## config.mk

```make
export PLATFORM = sky130hd
export DESIGN_NAME = twiddle_gain_tuner_unit
export DESIGN_NICKNAME = d
export VERILOG_FILES = /design/src/hw/rtl/twgt_pkg.sv /design/src/hw/rtl/twgt_step_scale.sv /design/src/hw/rtl/twgt_twiddle_core.sv /design/src/hw/rtl/twiddle_gain_tuner_unit.sv
export SDC_FILE = /design/constraint.sdc
export NUM_CORES = 2
export LEC_CHECK = 0
export BUFFER_PORTS_ARGS = -buffer_cell sky130_fd_sc_hd__buf_2
export CORE_ASPECT_RATIO = 0.8
export CORE_MARGIN = 2
export CORE_UTILIZATION = 39
export CTS_CLUSTER_SIZE = 30
export DETAILED_ROUTE_END_ITERATION = 7
export GPL_ROUTABILITY_DRIVEN = 0
export GPL_TIMING_DRIVEN = 0
export MAX_ROUTING_LAYER = met4
export PLACE_DENSITY = 0.52
export SETUP_SLACK_MARGIN = 0.05
export SYNTH_ARGS = -nofsm -noshare
export SYNTH_HDL_FRONTEND = slang
export SYNTH_HIERARCHICAL = 1
export SYNTH_SLANG_ARGS = --single-unit
```

## constraint.sdc

```tcl
create_clock -name clk -period 17.5 [get_ports clk]
set_clock_uncertainty 0.1 [all_clocks]
set_input_delay 1.75 -clock clk [delete_from_list [all_inputs] [get_ports clk]]
set_output_delay 1.75 -clock clk [all_outputs]
set_load 0.02 [all_outputs]
```

## src/hw/rtl/twgt_pkg.sv

```systemverilog
// Shared types and constants of the twiddle gain tuner.
// Holds the gain, step and tuner state types and the configuration register map.
// Depends on nothing; every other file of the block refers to it by scoped names.
package twgt_pkg;

	// Widths fixed by the register and field formats.
	localparam int GAIN_W  = 32;
	localparam int STEP_W  = 31;
	localparam int RUNLEN_W = 16;
	localparam int CFG_IDX_W = 3;
	localparam int CFG_DATA_W = 32;

	typedef logic signed [GAIN_W-1:0] gain_t;
	typedef logic [STEP_W-1:0] step_t;

	// Gain being tuned, in the order proportional, integral, derivative.
	typedef enum logic [1:0] {
		GAIN_P = 2'd0,
		GAIN_I = 2'd1,
		GAIN_D = 2'd2
	} gain_sel_t;

	// Trial phase of the selected gain.
	typedef enum logic [1:0] {
		PH_ADD     = 2'd0,
		PH_RETRY   = 2'd1,
		PH_RESTORE = 2'd2
	} phase_t;

	// Everything the search carries from one run end to the next.
	typedef struct packed {
		gain_t [2:0] gain;
		step_t [2:0] step;
		gain_sel_t   sel;
		phase_t      phase;
		gain_t       best;
		logic        baseline;
	} tune_state_t;

	// Configuration register indexes.
	localparam logic [CFG_IDX_W-1:0] REG_TUNE_ENABLE = 3'd0;
	localparam logic [CFG_IDX_W-1:0] REG_RUN_LENGTH  = 3'd1;
	localparam logic [CFG_IDX_W-1:0] REG_INIT_GAIN_P = 3'd2;
	localparam logic [CFG_IDX_W-1:0] REG_INIT_GAIN_I = 3'd3;
	localparam logic [CFG_IDX_W-1:0] REG_INIT_GAIN_D = 3'd4;
	localparam logic [CFG_IDX_W-1:0] REG_INIT_STEP_P = 3'd5;
	localparam logic [CFG_IDX_W-1:0] REG_INIT_STEP_I = 3'd6;
	localparam logic [CFG_IDX_W-1:0] REG_INIT_STEP_D = 3'd7;

	// Register values after reset.
	localparam logic [RUNLEN_W-1:0] RUN_LENGTH_RST = 16'd500;
	localparam gain_t INIT_GAIN_P_RST = 32'sd19005;
	localparam gain_t INIT_GAIN_I_RST = 32'sd144;
	localparam gain_t INIT_GAIN_D_RST = 32'sd320537;
	localparam step_t INIT_STEP_P_RST = 31'd6554;
	localparam step_t INIT_STEP_I_RST = 31'd131;
	localparam step_t INIT_STEP_D_RST = 31'd65536;

endpackage

```

## src/hw/rtl/twgt_step_scale.sv

```systemverilog
// Step scaler: multiplies a search step by the growth or shrink factor.
// Rounds half up, drops the fraction bits and saturates to the step range.
// Depends on twgt_pkg for the step type.
module twgt_step_scale #(
	parameter int FRAC_BITS = 16
) (
	input  twgt_pkg::step_t step,
	input  logic            grow,
	output twgt_pkg::step_t scaled
);

	localparam int FACT_W = FRAC_BITS + 1;
	localparam int PROD_W = twgt_pkg::STEP_W + 1 + FRAC_BITS;
	localparam logic [FACT_W-1:0] GROW_FACTOR =
		FACT_W'(((64'd11 << FRAC_BITS) + 64'd5) / 64'd10);
	localparam logic [FACT_W-1:0] SHRINK_FACTOR =
		FACT_W'(((64'd9 << FRAC_BITS) + 64'd5) / 64'd10);
	localparam logic [PROD_W-1:0] HALF_LSB = PROD_W'(1) << (FRAC_BITS - 1);

	logic [FACT_W-1:0] factor;
	logic [PROD_W-1:0] product;
	logic [PROD_W-1:0] rounded;
	logic [twgt_pkg::STEP_W:0] whole;

	// One multiply, a rounding add and a saturating cut to 31 bits.
	assign factor  = grow ? GROW_FACTOR : SHRINK_FACTOR;
	assign product = PROD_W'(step) * PROD_W'(factor);
	assign rounded = product + HALF_LSB;
	assign whole   = rounded[PROD_W-1:FRAC_BITS];
	assign scaled  = whole[twgt_pkg::STEP_W] ? '1 : whole[twgt_pkg::STEP_W-1:0];

endmodule

```

## src/hw/rtl/twgt_twiddle_core.sv

```systemverilog
// Twiddle update for one run end: baseline capture and the phase machine
// of the selected gain. Purely combinational; the caller registers the result.
// Depends on twgt_pkg and twgt_step_scale.
module twgt_twiddle_core #(
	parameter int FRAC_BITS = 16
) (
	input  twgt_pkg::tune_state_t cur,
	input  twgt_pkg::gain_t       run_error,
	output twgt_pkg::tune_state_t nxt
);

	twgt_pkg::gain_t     g_sel;
	twgt_pkg::step_t     s_sel;
	twgt_pkg::step_t     s_scaled;
	twgt_pkg::gain_t     g_new;
	twgt_pkg::gain_sel_t sel_next;
	logic                better;
	logic                step_back;
	logic signed [twgt_pkg::GAIN_W+1:0] delta;
	logic signed [twgt_pkg::GAIN_W+1:0] sum;

	assign g_sel  = cur.gain[cur.sel];
	assign s_sel  = cur.step[cur.sel];
	assign better = $signed(run_error) < $signed(cur.best);

	// The retry phase moves the gain back by two steps; otherwise it moves up one.
	assign step_back = (cur.phase == twgt_pkg::PH_RETRY);
	assign delta = step_back ? -$signed({2'b00, s_sel, 1'b0}) : $signed({3'b000, s_sel});
	assign sum   = $signed({{2{g_sel[twgt_pkg::GAIN_W-1]}}, g_sel}) + delta;

	// Saturate the exact sum to the signed gain range.
	always_comb begin
		if (sum[twgt_pkg::GAIN_W+1:twgt_pkg::GAIN_W-1] == 3'b000 ||
		    sum[twgt_pkg::GAIN_W+1:twgt_pkg::GAIN_W-1] == 3'b111) begin
			g_new = sum[twgt_pkg::GAIN_W-1:0];
		end else if (sum[twgt_pkg::GAIN_W+1]) begin
			g_new = {1'b1, {(twgt_pkg::GAIN_W-1){1'b0}}};
		end else begin
			g_new = {1'b0, {(twgt_pkg::GAIN_W-1){1'b1}}};
		end
	end

	// A better run grows the step; a failed restore shrinks it.
	twgt_step_scale #(
		.FRAC_BITS(FRAC_BITS)
	) u_step_scale (
		.step  (s_sel),
		.grow  (better),
		.scaled(s_scaled)
	);

	// Next gain in the round robin.
	always_comb begin
		case (cur.sel)
			twgt_pkg::GAIN_P: sel_next = twgt_pkg::GAIN_I;
			twgt_pkg::GAIN_I: sel_next = twgt_pkg::GAIN_D;
			default:          sel_next = twgt_pkg::GAIN_P;
		endcase
	end

	// Phase machine of the selected gain.
	always_comb begin
		nxt = cur;
		if (!cur.baseline) begin
			nxt.best     = run_error;
			nxt.baseline = 1'b1;
		end else begin
			case (cur.phase)
				twgt_pkg::PH_ADD: begin
					nxt.gain[cur.sel] = g_new;
					nxt.phase         = twgt_pkg::PH_RETRY;
				end
				default: begin
					if (better) begin
						nxt.step[cur.sel] = s_scaled;
						nxt.best          = run_error;
						nxt.sel           = sel_next;
						nxt.phase         = twgt_pkg::PH_ADD;
					end else if (step_back) begin
						nxt.gain[cur.sel] = g_new;
						nxt.phase         = twgt_pkg::PH_RESTORE;
					end else begin
						nxt.gain[cur.sel] = g_new;
						nxt.step[cur.sel] = s_scaled;
						nxt.sel           = sel_next;
						nxt.phase         = twgt_pkg::PH_ADD;
					end
				end
			endcase
		end
	end

endmodule

```

## src/hw/rtl/twiddle_gain_tuner_unit.sv

```systemverilog
// Twiddle gain tuner for the three gains of a PID controller.
// Channels: one error beat in (run_error), one gain beat out at each run end.
// Uses the state types from twgt_pkg and the update logic in twgt_twiddle_core.
//
// Each accepted input beat is one control tick. The tick counter runs up to
// run_length; the tick after that ends the run, updates the search state and
// produces one output beat with the three gains, restart set, and the gain
// now being tuned. Ticks that do not end a run produce nothing.
//
// An input beat is captured in the input register and processed from there,
// which writes the output register that presents the output beat.
// A new tick is taken in every cycle while in_stall is low, and run ends
// may follow back to back while the receiver takes each result.
// When the receiver stalls with a result held, a further tick that would end
// a run waits in the input register and in_stall rises; other ticks pass.
// Reset loads the register defaults, the initial gains and steps, and clears
// the counter and the search state; the tuner starts disabled. Writing 1 to
// tune_enable while it is 0 reloads gains and steps from the init registers.
module twiddle_gain_tuner_unit #(
	parameter int FRAC_BITS   = 16,
	parameter int COUNT_WIDTH = 16
) (
	input  logic                                 clk,
	input  logic                                 arst_n,
	// Configuration write port.
	input  logic                                 cfg_we,
	input  logic [twgt_pkg::CFG_IDX_W-1:0]       cfg_index,
	input  logic [twgt_pkg::CFG_DATA_W-1:0]      cfg_data,
	// Tick channel.
	input  logic                                 in_valid,
	output logic                                 in_stall,
	input  twgt_pkg::gain_t                      run_error,
	// Result channel.
	output logic                                 out_valid,
	input  logic                                 out_stall,
	output twgt_pkg::gain_t                      gain_p_out,
	output twgt_pkg::gain_t                      gain_i_out,
	output twgt_pkg::gain_t                      gain_d_out,
	output logic                                 restart,
	output logic [1:0]                           tuned_gain
);

	localparam int CMP_W = (COUNT_WIDTH + 1 > twgt_pkg::RUNLEN_W) ?
		COUNT_WIDTH + 1 : twgt_pkg::RUNLEN_W;

	// Configuration registers.
	logic                              enable_q;
	logic [twgt_pkg::RUNLEN_W-1:0]     run_len_q;
	twgt_pkg::gain_t                   init_gain_p_q;
	twgt_pkg::gain_t                   init_gain_i_q;
	twgt_pkg::gain_t                   init_gain_d_q;
	twgt_pkg::step_t                   init_step_p_q;
	twgt_pkg::step_t                   init_step_i_q;
	twgt_pkg::step_t                   init_step_d_q;

	// Tuner state.
	logic [COUNT_WIDTH-1:0]            count_q;
	twgt_pkg::tune_state_t             state_q;
	twgt_pkg::tune_state_t             state_nxt;
	twgt_pkg::tune_state_t             session_start;

	// Input stage.
	logic                              valid_s1;
	twgt_pkg::gain_t                   err_s1;

	// Output register.
	logic                              out_valid_q;
	twgt_pkg::gain_t                   gain_p_q;
	twgt_pkg::gain_t                   gain_i_q;
	twgt_pkg::gain_t                   gain_d_q;
	twgt_pkg::gain_sel_t               tuned_q;

	logic [CMP_W-1:0]                  count_next;
	logic                              run_end;
	logic                              out_free;
	logic                              proceed;
	logic                              emit;

	// Run end detection on the registered tick.
	assign count_next = CMP_W'(count_q) + CMP_W'(1);
	assign run_end    = enable_q && (count_next > CMP_W'(run_len_q));

	// A tick goes on unless it ends a run while a result still waits.
	assign out_free = !out_valid_q || !out_stall;
	assign proceed  = valid_s1 && (!run_end || out_free);
	assign emit     = proceed && run_end;
	assign in_stall = valid_s1 && !proceed;

	// Search state at the start of a session.
	always_comb begin
		session_start          = state_q;
		session_start.gain[0]  = init_gain_p_q;
		session_start.gain[1]  = init_gain_i_q;
		session_start.gain[2]  = init_gain_d_q;
		session_start.step[0]  = init_step_p_q;
		session_start.step[1]  = init_step_i_q;
		session_start.step[2]  = init_step_d_q;
		session_start.sel      = twgt_pkg::GAIN_P;
		session_start.phase    = twgt_pkg::PH_ADD;
		session_start.best     = '0;
		session_start.baseline = 1'b0;
	end

	twgt_twiddle_core #(
		.FRAC_BITS(FRAC_BITS)
	) u_core (
		.cur      (state_q),
		.run_error(err_s1),
		.nxt      (state_nxt)
	);

	// Configuration registers and tuner state.
	always_ff @(posedge clk or negedge arst_n) begin
		if (!arst_n) begin
			enable_q         <= 1'b0;
			run_len_q        <= twgt_pkg::RUN_LENGTH_RST;
			init_gain_p_q    <= twgt_pkg::INIT_GAIN_P_RST;
			init_gain_i_q    <= twgt_pkg::INIT_GAIN_I_RST;
			init_gain_d_q    <= twgt_pkg::INIT_GAIN_D_RST;
			init_step_p_q    <= twgt_pkg::INIT_STEP_P_RST;
			init_step_i_q    <= twgt_pkg::INIT_STEP_I_RST;
			init_step_d_q    <= twgt_pkg::INIT_STEP_D_RST;
			count_q          <= '0;
			state_q.gain[0]  <= twgt_pkg::INIT_GAIN_P_RST;
			state_q.gain[1]  <= twgt_pkg::INIT_GAIN_I_RST;
			state_q.gain[2]  <= twgt_pkg::INIT_GAIN_D_RST;
			state_q.step[0]  <= twgt_pkg::INIT_STEP_P_RST;
			state_q.step[1]  <= twgt_pkg::INIT_STEP_I_RST;
			state_q.step[2]  <= twgt_pkg::INIT_STEP_D_RST;
			state_q.sel      <= twgt_pkg::GAIN_P;
			state_q.phase    <= twgt_pkg::PH_ADD;
			state_q.best     <= '0;
			state_q.baseline <= 1'b0;
		end else if (cfg_we) begin
			case (cfg_index)
				twgt_pkg::REG_TUNE_ENABLE: begin
					if (cfg_data[0] && !enable_q) begin
						state_q <= session_start;
						count_q <= '0;
					end
					enable_q <= cfg_data[0];
				end
				twgt_pkg::REG_RUN_LENGTH:  run_len_q     <= cfg_data[twgt_pkg::RUNLEN_W-1:0];
				twgt_pkg::REG_INIT_GAIN_P: init_gain_p_q <= cfg_data;
				twgt_pkg::REG_INIT_GAIN_I: init_gain_i_q <= cfg_data;
				twgt_pkg::REG_INIT_GAIN_D: init_gain_d_q <= cfg_data;
				twgt_pkg::REG_INIT_STEP_P: init_step_p_q <= cfg_data[twgt_pkg::STEP_W-1:0];
				twgt_pkg::REG_INIT_STEP_I: init_step_i_q <= cfg_data[twgt_pkg::STEP_W-1:0];
				twgt_pkg::REG_INIT_STEP_D: init_step_d_q <= cfg_data[twgt_pkg::STEP_W-1:0];
				default: ;
			endcase
		end else if (proceed && enable_q) begin
			if (run_end) begin
				state_q <= state_nxt;
				count_q <= '0;
			end else if (!(&count_q)) begin
				count_q <= count_q + COUNT_WIDTH'(1);
			end
		end
	end

	// Input register: takes a beat whenever it is empty or the held one moves on.
	always_ff @(posedge clk or negedge arst_n) begin
		if (!arst_n) begin
			valid_s1 <= 1'b0;
		end else if (in_valid && !in_stall) begin
			valid_s1 <= 1'b1;
		end else if (proceed) begin
			valid_s1 <= 1'b0;
		end
	end

	always_ff @(posedge clk) begin
		if (in_valid && !in_stall) begin
			err_s1 <= run_error;
		end
	end

	// Output register: filled at a run end, emptied when the receiver takes it.
	always_ff @(posedge clk or negedge arst_n) begin
		if (!arst_n) begin
			out_valid_q <= 1'b0;
		end else if (emit) begin
			out_valid_q <= 1'b1;
		end else if (!out_stall) begin
			out_valid_q <= 1'b0;
		end
	end

	always_ff @(posedge clk) begin
		if (emit) begin
			gain_p_q <= state_nxt.gain[0];
			gain_i_q <= state_nxt.gain[1];
			gain_d_q <= state_nxt.gain[2];
			tuned_q  <= state_nxt.sel;
		end
	end

	assign out_valid  = out_valid_q;
	assign gain_p_out = gain_p_q;
	assign gain_i_out = gain_i_q;
	assign gain_d_out = gain_d_q;
	assign restart    = 1'b1;
	assign tuned_gain = tuned_q;

endmodule
```

==> impl_metrics.toml <==
[outcome]
status = "finished, violations left"
violations = "max-capacitance violations, max-slew violations"

[routing]
top_layer_used = "met4"
wl_met3_um = 19000
vias_per_cell = 5.76
route.detailed.drc = 0
routed_wl_um = 178000
wl_per_cell_um = 24.5
first_pass_iters = 6
wl_met1_um = 82900
route.met2.wl_um = 72700
vias = 41900
drtIter0Drc = 5110
ant_nets = 0

[place]
place_area_sq_mm = 0.0522
port_buffers = 168
pre_cts_ws_ns = 4.97
hpwl_um = 139000

[sta]
setup_violations = 0
hold_violations = 0
setup_tns_ns = 0
slew_headroom_pct = -0.476
timing.final.ws_setup_ns = 4.72
slew_violations = 11
min_period_ns = 12.78
worst_slew_pin_slew_ns = 1.51
fmax_mhz = 78.3
rsz0062_at_grt = "false"
fin_crit_sh_pct = 73.0

[yosys]
synth-async-reset-ratio_pct = 77.6
synth_most_common_cell = "inv_1"
synthDistinctLibCells = 86
syn_area_sq_mm = 0.0490
synth_ff_type = "dfrtp_1"
synth_commonest_cells = "inv_1, nor2_1, dfrtp_1"
netlist_instances = 5309
synth_top_area_share_pct = 19.7
synth_enable_flop_cells = 130
seq_area_frac_synth_pct = 31.1
synth-seq-cells = 580
yosysWarnings = 6
synth_area_leaders = "dfrtp_1, fa_1, edfxtp_1, mux2_2, ha_1"
synth.avg_cell_area_sq_um = 9.23
yosysTopAreaCell = "dfrtp_1"

[layout]
utilization_pct = 43.6
multiInputGateArea_sq_mm = 0.0299
regArea_sq_mm = 0.0152
fin_nets = 6221
layout-drive-gt1-share_pct = 14.2
syn_to_final_growth_pct = 11.1
fillers = 12300
final_area_sq_mm = 0.0544

[setup_path]
worstPathRequired_ns = 17.93
worstRegToRegCells = 42
critPathLaunch = "state_q[26]"
crit_path_end = "state_q[100]"
worst-path-max-fanout = 10
end_kind = "flip-flop"
slowest_stage = "clkbuf_1"
rrSetupSlack_ns = 4.72
reg2reg_to = "state_q[100]"
rr_startpoint = "state_q[26]"
cp.arrival_ns = 13.20
slowest_delay_ns = 0.71
criticalPathCategory = "reg -> reg"
startpoint_type = "flip-flop"

[global_routing]
grt_max_degree = 100
overflow = 0
track_usage_pct = 28.2
grt_pass1_wl_um = 267000
grt_pass1_vias = 40300
antenna_found_initial = 14

[floorplan]
die-area_sq_mm = 0.128
die_h_um = 321
ios = 173
die_w_um = 400
rows = 116
core_region_area_sq_mm = 0.125
start_util_pct = 39.2

[clock_network]
hold_buffers = 0
clock_path_buffers = 3
clk_pin_slew_worst_paths_ns = 0.06
cts_repair_resize_count = 0
numCtsBuffers = 66
clock_sinks = 580
root_buffer = "clkbuf_16"
clk_latency_ns = 0.66
cts_tree = "yes"
cts_post_setup_buffers_inserted = 0
cts_max_level = 3

[worst_hold_path]
min_from = "init_gain_i_q[21]"
hold_depth = 1
hp-class = "reg -> reg"

[run]
cap_violations = 1
-- final cells by class --
type	instances	share of cell area [%]
antenna	9	0.0414
buffer	408	3.12
clock buffer	91	3.49
clock inverter	31	0.628
inverter	571	3.94
multi-input combinational	3754	55.0
sequential	580	28.0
tap	1652	3.80
timing repair buffer	179	1.97
-- critical path, delay by kind of cell, from the launching register on --
| family | cells | cell delay [ns] |
|---|---|---|
| compound gates | 14 | 3.40 |
| buf+inv | 11 | 2.88 |
| fa+ha+maj | 8 | 3.57 |
| xor+xnor | 1 | 0.33 |
| flops | 1 | 0.40 |
| simple gates | 5 | 0.71 |
| mux | 3 | 1.21 |
-- stage by stage --
stage,hold slack (ns),instances
final,0.403,7275
after global routing,0.416,7270
after CTS,0.407,7266
after detailed placement,0.394,7144
after global placement,0.389,7133
after floorplan,0.379,5313
-- logic make-up after synthesis --
group	after synthesis	synth area share, %
flip-flops	580	31.1
XOR/XNOR	107	1.94
adder cells (fa/ha/maj)	589	19.8
AO/OA/AOI/OAI	1020	12.8
AND/OR/NAND/NOR	1458	14.0
multiplexers	573	12.5
other	3	0.0230
buffers and inverters	979	7.84
-- registers in the layout (all words and copies together), names as in the netlist --
register and flops:
count_q 16, enable_q 1, err_s1 32, gain_d_out 32, gain_i_out 32, gain_p_out 32, init_gain_d_q 32, init_gain_i_q 32
init_gain_p_q 32, init_step_d_q 31, init_step_i_q 31, init_step_p_q 31, out_valid 1, run_len_q 16, state_q 226, tuned_gain 2
valid_s1 1
-- worst min path at each step --
stage / slack [ns] / to
floorplan: 0.38 / init_step_d_q[30]
global placement: 0.39 / init_gain_i_q[31]
detailed placement: 0.39 / init_step_i_q[9]
CTS: 0.41 / init_gain_i_q[21]
global route: 0.42 / init_gain_i_q[23]
finish: 0.40 / init_gain_i_q[21]
-- cells in the final DEF (no fill, tap or decap), types with 8 or more instances in the layout --
cell type	Yosys	routed
nand2_1	361	361
nor2b_1	63	63
diode_2	0	9
xnor2_1	60	60
buf_6	6	8
nand4_1	213	213
a21o_1	37	37
nand2b_1	40	40
buf_2	70	237
a31oi_1	207	207
and2_1	8	8
fa_1	311	311
nand2_2	9	9
o21ai_1	92	94
mux2i_1	255	254
clkbuf_8	0	9
buf_1	41	41
or2_2	11	11
and3_1	8	8
o211ai_1	79	79
inv_1	571	571
nor3_1	17	16
dfstp_2	64	64
dfrtp_1	386	386
clkbuf_1	281	294
a32oi_1	37	37
nand3_1	219	219
buf_4	9	10
o21bai_1	9	9
o2bb2ai_1	20	20
a221o_1	12	12
xor2_1	45	45
mux2_2	318	318
ha_1	278	278
o21ai_0	295	293
nor2_1	469	469
a21oi_1	159	158
edfxtp_1	130	130
clkbuf_16	0	69
-- metal layers --
| metal | up-vias | track usage [%] |
|---|---|---|
| li1 | 19000 | - |
| met1 | 20800 | 41.8 |
| met2 | 1928 | 38.5 |
| met3 | 234 | 7.08 |
| met4 | 0 | 5.79 |
| met5 | - | - |
Power is not shown: default switching activity piles up to over one toggle a cycle in this logic, so the estimate is an artifact.
